$ cat src/rtl/core/bba_pkg.sv
// ---------------------------------------------------------------------------
// bba_pkg
// Shared constants for the buddy block allocator: field widths, leaf size,
// command and status codes.
// ---------------------------------------------------------------------------
package bba_pkg;

   // default tree depth: pool holds 2^MAX_LEVEL leaves
   localparam int MAX_LEVEL_DEF = 10;

   // bytes per leaf
   localparam int LEAF_BYTES = 16;

   // port field widths
   localparam int CMD_W  = 2;
   localparam int SIZE_W = 15;
   localparam int ADDR_W = 14;
   localparam int STAT_W = 2;

   // command codes
   localparam logic [CMD_W-1:0] CMD_ALLOC      = 2'd0;
   localparam logic [CMD_W-1:0] CMD_FREE       = 2'd1;
   localparam logic [CMD_W-1:0] CMD_FREE_SIZED = 2'd2;
   localparam logic [CMD_W-1:0] CMD_UNUSED     = 2'd3;

   // status codes
   localparam logic [STAT_W-1:0] ST_OK      = 2'd0;
   localparam logic [STAT_W-1:0] ST_NOMEM   = 2'd1;
   localparam logic [STAT_W-1:0] ST_BADSIZE = 2'd2;
   localparam logic [STAT_W-1:0] ST_IGNORED = 2'd3;

endpackage

$ cat src/rtl/core/bba_size.sv
// ---------------------------------------------------------------------------
// bba_size
// Turns a byte size into a tree level: rounds up to whole leaves, then to a
// power-of-two leaf count. Flags size zero and sizes beyond the pool.
// ---------------------------------------------------------------------------
module bba_size
   import bba_pkg::*;
#(
   parameter int MAX_LEVEL = MAX_LEVEL_DEF
) (
   input  logic [SIZE_W-1:0]              size_bytes,
   output logic [$clog2(MAX_LEVEL+1)-1:0] level,
   output logic                           size_bad
);

   localparam int LVW = $clog2(MAX_LEVEL + 1);
   localparam int KW  = $clog2(MAX_LEVEL + 2);
   localparam int SW  = SIZE_W + 13;

   logic [SW-1:0] leaves;
   logic [KW-1:0] k;

   // leaf count, rounded up
   assign leaves = SW'((SW'(size_bytes) + SW'(LEAF_BYTES - 1)) / LEAF_BYTES);

   // ceiling log2 of the leaf count, saturating one past the pool
   always_comb begin
      k = '0;
      for (int i = 0; i <= MAX_LEVEL; i++) begin
         if ((SW'(1) << i) < leaves) begin
            k = KW'(i + 1);
         end
      end
   end

   assign size_bad = (size_bytes == '0) || (k > KW'(MAX_LEVEL));
   assign level    = LVW'(KW'(MAX_LEVEL) - k);

endmodule

$ cat config.mk
export PLATFORM = sky130hd
export DESIGN_NAME = bba_size
export DESIGN_NICKNAME = d
export VERILOG_FILES = /design/src/rtl/core/bba_pkg.sv /design/src/rtl/core/bba_size.sv
export SDC_FILE = /design/constraint.sdc
export NUM_CORES = 1
export LEC_CHECK = 0
export BUFFER_PORTS_ARGS = -buffer_cell sky130_fd_sc_hd__buf_2
export CORE_AREA = 2 2 39 41
export DETAILED_ROUTE_END_ITERATION = 16
export DIE_AREA = 0 0 41 43
export PLACE_DENSITY_LB_ADDON = 0.1
export SLEW_MARGIN = 0
export SYNTH_ARGS = -nofsm -noshare
export SYNTH_HDL_FRONTEND = slang
export SYNTH_SLANG_ARGS = --single-unit
$ cat constraint.sdc
create_clock -name vclk -period 3.8
set_input_delay 0.76 -clock vclk [all_inputs]
set_output_delay 0.76 -clock vclk [all_outputs]
set_load 0.02 [all_outputs]
==> impl_metrics.yaml, run 1 <==
run_status:
  status: "finished, final reports clean"
yosys:
  synth_simple_gate_area_share_pct: 48.7
  yosysWarnings: 0
  synth_compound_gate_area_share_pct: 30.1
  synth_cells: 56
  synthMuxAreaShare_pct: 10.6
  synth_xor_xnor_area_share_pct: 2.32
  synthAdderAreaFrac_pct: 3.31
  ys_types: 32
  synthesis.nets: 72
  synth.avg_cell_area_um2: 6.75
  syn_area_um2: 378
  synth.yosys.seq_area_share_pct: 0
  synth_top_family_by_area: "simple AND/OR/NAND/NOR gates"
cells_and_area:
  multi_input_area_um2: 359
  clock_buffers: 0
  register_area_um2: 0
  drive_gt1_share_pct: 36.3
  finish.net_count: 98
  nFillCells: 159
  final_util_pct: 38.7
  final_common_cell: "buf_2"
  n_antenna_cell: 0
  final_cell_mix: "20 x buf_2, 6 x nand3_1, 6 x buf_4, 5 x nor2_1"
  seq_cell_count: 0
  area_delta_synth_final_pct: 41.7
sta:
  hold_slack_ps: 1960
  rsz0062_at_grt: "false"
  max_freq_mhz: 285
  fin_setup_tns_ps: 0
  fin_crit_sh_pct: 92.2
  maxSlewViolCount: 0
  finalHoldViolCount: 0
  worstMarginPinSlew_ps: 481
  post-route-min-period_ps: 3500
  slew_headroom_pct: 67.5
  setup_viol: 0
flow_run:
  cap_violations: 0
floorplan:
  core_area_um2: 1380
  die_area_um2: 1760
  start_util_pct: 27.3
  die_h_um: 43
  io_pins: 20
  rows: 14
  die_x_um: 41
clock_network:
  postCtsSetupRepairBufs: 0
  post_cts_resized: 0
  hold_buffers: 0
drt:
  vias: 521
  routed_wl_um: 1050
  drt_iter0_drc: 8
  dr.pass1.iters: 4
  wl_per_cell_um: 10.9
  ant_nets: 0
  drc: 0
  viasPerCell: 5.43
global_route:
  track_usage_pct: 13.3
  grt_max_degree: 11
  grt_use_met3_pct: 0
  overflow: 0
  grt_pass1_wl_um: 1740
  use_met2_pct: 22.2
  use_met1_pct: 19.6
  antenna_found_initial: 0
  grt.busiest_layer: "met2"
  grt_pass1_vias: 432
placed_design:
  hpwl_um: 897
  gp_congestion: 0.699
  portBuffers: 20
pwr:
  peakVddDrop_v: 0.0000297
  power_density_nw_per_um2: 95.4
  p_leak_nw: 0.234
  power.total_mw: 0.0511
setup_path:
  crit_type: "input pin to primary output"
  cp-start-kind: "input pin"
  path_max_fanout: 4
  crit_arrival_ps: 2740
  critPathCaptureType: "primary output"
  required_ps: 3040
min_path:
  hp-class: "input pin to primary output"
==> path summary, 6_finish.rpt <==
kind,end,slack (ps),from,depth (start not counted)
setup / recovery,level[2],300,size_bytes[3],10
hold / removal,level[3],1960,size_bytes[14],4
==> worst max-delay path, stage by stage <==
cell	delay, ps
buf_2	120
nor4_4	340
nand2_1	120
nor2_1	130
mux2i_1	240
nand3_1	110
a221o_1	380
ha_1	220
xnor2_1	140
buf_2	170
==> synth_stat cells, types with 2 or more instances <==
cell,count,area share (%)
clkbuf_1,2,2.0
inv_1,3,3.0
mux2i_1,4,11
nand2_1,4,4.0
nand3_1,6,7.9
nand3b_1,2,4.0
nand4_1,2,3.3
nor2_1,5,5.0
nor2b_1,2,3.3
nor3_1,2,2.6
o31a_1,2,4.6
o31ai_1,2,4.0
==> final cells by class <==
class | count | share of cell area (%)
inverters | 3 | 2.10
multi-input cells | 51 | 67.1
well taps | 16 | 3.74
repair buffers | 26 | 27.1
==> per-layer routing <==
metal / vias up / part of all wire, %
li1: 272 / -
met1: 238 / 49
met2: 11 / 46
met3: 0 / 5.2
met4: 0 / 0
met5: - / 0
==> through the flow <==
stage / instances / worst slack [ps] / area [um^2]
floorplan: 56 / 174 / 378
global placement: 96 / 266 / 536
detailed placement: 96 / 287 / 536
CTS: 96 / 284 / 536
global route: 96 / 27.9 / 536
finish: 96 / 297 / 536
==> where the power goes <==
part	internal, mW	switching (mW)
clock network	0	0
registers	0	0
logic	0.0218	0.0293
total	0.0218	0.0293
==> cell families after synthesis <==
logic type	after synthesis
compound gates	15
xor+xnor	1
fa+ha+maj	1
buf+inv	5
mux	4
simple gates	30
Note: power is estimated with default switching activity, not from simulation.
==> run 2, diff against run 1 <==
--- a/config.mk
+++ b/config.mk
@@ -6,6 +6,8 @@
 export NUM_CORES = 1
 export LEC_CHECK = 0
 export BUFFER_PORTS_ARGS = -buffer_cell sky130_fd_sc_hd__buf_2
+export CELL_PAD_IN_SITES_DETAIL_PLACEMENT = 0
+export CELL_PAD_IN_SITES_GLOBAL_PLACEMENT = 1
 export CORE_AREA = 2 2 39 41
 export DETAILED_ROUTE_END_ITERATION = 16
 export DIE_AREA = 0 0 41 43
==> impl_metrics.yaml, run 2 (same netlist as run 1, synthesis figures left out) <==
cells_and_area:
  final_cell_mix: "20 x buf_2, 6 x nand3_1, 6 x buf_4, 5 x nor2_1"
  final_common_cell: "buf_2"
  nFillCells: 154
  drive_gt1_share_pct: 37.5
  area_delta_synth_final_pct: 43.0
  seq_cell_count: 0
  clock_buffers: 0
  finish.net_count: 98
  register_area_um2: 0
  final_util_pct: 39.1
  n_antenna_cell: 0
sta:
  rsz0062_at_grt: "false"
  fin_setup_tns_ps: 0
  worstMarginPinSlew_ps: 398
  max_freq_mhz: 281
  post-route-min-period_ps: 3560
  finalHoldViolCount: 0
  maxSlewViolCount: 0
  slew_headroom_pct: 73.1
  setup_viol: 0
  fin_crit_sh_pct: 93.8
global_route:
  antenna_found_initial: 0
  track_usage_pct: 12.7
  grt_max_degree: 11
  overflow: 0
  grt_pass1_vias: 416
  grt_pass1_wl_um: 1680
drt:
  routed_wl_um: 1050
  vias: 518
  ant_nets: 0
  wl_per_cell_um: 11.0
  dr.pass1.iters: 3
  drc: 0
  viasPerCell: 5.40
  drt_iter0_drc: 14
pwr:
  peakVddDrop_v: 0.0000350
  p_leak_nw: 0.236
  power_density_nw_per_um2: 94.6
floorplan:
  die_area_um2: 1760
  io_pins: 20
  rows: 14
  core_area_um2: 1380
  start_util_pct: 27.3
  die_h_um: 43
  die_x_um: 41
flow_run:
  cap_violations: 0
run_status:
  status: "finished, final reports clean"
min_path:
  min-delay-start: "size_bytes[14]"
  hp-class: "input pin to primary output"
  holdPathStages: 4
placed_design:
  portBuffers: 20
  hpwl_um: 883
  gp_congestion: 0.729
setup_path:
  cp-start-kind: "input pin"
  required_ps: 3040
  crit_type: "input pin to primary output"
  crit_path_start: "size_bytes[0]"
  crit_arrival_ps: 2800
  critPathCaptureType: "primary output"
  path_max_fanout: 5
clock_network:
  hold_buffers: 0
-- run 2: what timing repair did --
| action | CTS | global route |
|---|---|---|
| gates resized for setup | 0 | 1 |
| endpoints found under the setup margin | 0 | 1 |
| setup buffers | 0 | 1 |
| hold endpoints to repair | 0 | 0 |
-- run 2: per-stage QoR --
| stage | hold slack (ps) | power [mW] | cell area, um^2 | std cells | setup slack, ps |
|---|---|---|---|---|---|
| floorplan | 1720 | 0.0279 | 378 | 56 | 174 |
| global placement | 1960 | 0.0504 | 528 | 95 | 198 |
| detailed placement | 1960 | 0.0503 | 528 | 95 | 179 |
| CTS | 1960 | 0.0506 | 528 | 95 | 170 |
| global route | 1990 | 0.0562 | 541 | 96 | 33.8 |
| finish | 1960 | 0.0511 | 541 | 96 | 237 |
-- run 2: layout make-up --
type | count | area (um^2) | area share (%)
Inverter | 3 | 11.3 | 2.08
Tap cell | 16 | 20.0 | 3.70
Multi-Input combinational cell | 51 | 364 | 67.4
Timing Repair Buffer | 26 | 145 | 26.9
-- run 2: final timing paths --
check                  end  slack (ps)
setup / recovery  level[2]         240
hold / removal    level[3]        1960
-- run 2: power by group --
| group | total, mW | switching (mW) | internal, mW |
|---|---|---|---|
| combinational | 0.0511 | 0.0294 | 0.0217 |
| sequential | 0 | 0 | 0 |
| clock | 0 | 0 | 0 |
| total | 0.0511 | 0.0294 | 0.0217 |
-- run 2: critical path, cell delays in order --
cell and delay [ps]:
buf_2 120, nor4_4 380, nand2_1 130, nor2_1 130
mux2i_1 270, nand3_1 110, a221o_1 360, ha_1 220
xnor2_1 140, buf_2 170
-- run 2: layer usage --
layer  part of all wire (%)  global-route usage [%]  wire, um  up-vias
li1                       -                       -         -      272
met1                     47                    18.4       499      235
met2                     48                    21.6       510       11
met3                    4.2                       0        44        0
met4                      0                       0         0        0
met5                      0                       0         0        -
==> run 3, diff against run 2 <==
--- a/config.mk
+++ b/config.mk
@@ -12,6 +12,7 @@
 export DETAILED_ROUTE_END_ITERATION = 16
 export DIE_AREA = 0 0 41 43
 export PLACE_DENSITY_LB_ADDON = 0.1
+export SETUP_SLACK_MARGIN = 0.4
 export SLEW_MARGIN = 0
 export SYNTH_ARGS = -nofsm -noshare
 export SYNTH_HDL_FRONTEND = slang
==> impl_metrics.yaml, run 3 (same netlist as run 1, synthesis figures left out) <==
cells_and_area:
  final_cells: 98
  n_antenna_cell: 0
  final_common_cell: "buf_2"
  register_area_um2: 0
  nFillCells: 162
  drive_gt1_share_pct: 52.4
  final_cell_mix: "14 x buf_2, 9 x buf_4, 5 x buf_6"
  seq_cell_count: 0
  finish.net_count: 100
  final_util_pct: 46.9
  clock_buffers: 0
  stdcell_area_um2: 649
  area_delta_synth_final_pct: 71.9
  multi_input_area_um2: 424
setup_path:
  critPathCaptureType: "primary output"
  path_max_fanout: 4
  crit_arrival_ps: 2620
  crit_type: "input pin to primary output"
  cp-start-kind: "input pin"
  required_ps: 3040
pwr:
  p_leak_nw: 0.268
  power.total_mw: 0.0658
  peakVddDrop_v: 0.0000352
  power_density_nw_per_um2: 101
global_route:
  antenna_found_initial: 0
  grt_pass1_wl_um: 1790
  overflow: 0
  grt_max_degree: 11
  grt_pass1_vias: 461
  track_usage_pct: 13.7
drt:
  drt_iter0_drc: 4
  dr.pass1.iters: 2
  drc: 0
  ant_nets: 0
  vias: 522
  routed_wl_um: 1140
  viasPerCell: 5.33
  wl_per_cell_um: 11.6
floorplan:
  io_pins: 20
  die_area_um2: 1760
  die_x_um: 41
  rows: 14
  die_h_um: 43
  start_util_pct: 27.3
  core_area_um2: 1380
run_status:
  status: "finished, final reports clean"
sta:
  worstMarginPinSlew_ps: 476
  slew_headroom_pct: 68.2
  fin_setup_tns_ps: 0
  setup_viol: 0
  rsz0062_at_grt: "true"
  max_freq_mhz: 296
  maxSlewViolCount: 0
  fin_crit_sh_pct: 89.0
  fin_ws_ps: 418
  post-route-min-period_ps: 3380
  hold_slack_ps: 1980
  finalHoldViolCount: 0
placed_design:
  hpwl_um: 925
  gp_congestion: 0.709
  portBuffers: 20
  placed_area_um2: 558
  dp_cells: 95
  pre_cts_slack_ps: 251
min_path:
  holdPathStages: 4
  hp-class: "input pin to primary output"
flow_run:
  cap_violations: 0
## run 3: cell count changes in the layout (fill, tap and decap cells not counted), moves of 2 or more
cell     change
buf_6        +5
buf_2        -6
nand3_1      -2
buf_4        +3
nand3_2      +2
## run 3: repair_timing
item	CTS	global route
gates resized for setup	11	7
hold buffers	0	0
buffers inserted	3	0
pin swaps	12	1
setup endpoints to repair	4	4
## run 3: worst paths after layout
check                       from        to  slack (ps)
setup / recovery   size_bytes[0]  level[2]         420
hold / removal    size_bytes[14]  level[3]        1980
## run 3: final cells by class
type	instances	area share [%]
timing repair buffer	28	29.9
multi-input combinational	51	65.3
inverter	3	1.73
tap	16	3.08
## run 3: worst max-delay path: stages
cell and delay (ps):
buf_6 100, nor4_4 320, buf_4 190, buf_6 90, nand4_1 80, or2_1 280
a221o_1 340, ha_4 180, xnor2_2 120, buf_4 150
## run 3: power by group
part / switching [mW] / internal, mW
Clock: 0 / 0
Combinational: 0.0337 / 0.0321
Sequential: 0 / 0
## run 3: routing by layer
| layer | wire length (um) | track usage [%] | part of all wire [%] | vias to the layer above |
|---|---|---|---|---|
| li1 | - | - | - | 274 |
| met1 | 494 | 16.8 | 44 | 236 |
| met2 | 596 | 26.3 | 53 | 12 |
| met3 | 44 | 0 | 3.9 | 0 |
| met4 | 0 | 0 | 0 | 0 |
| met5 | 0 | 0 | 0 | - |
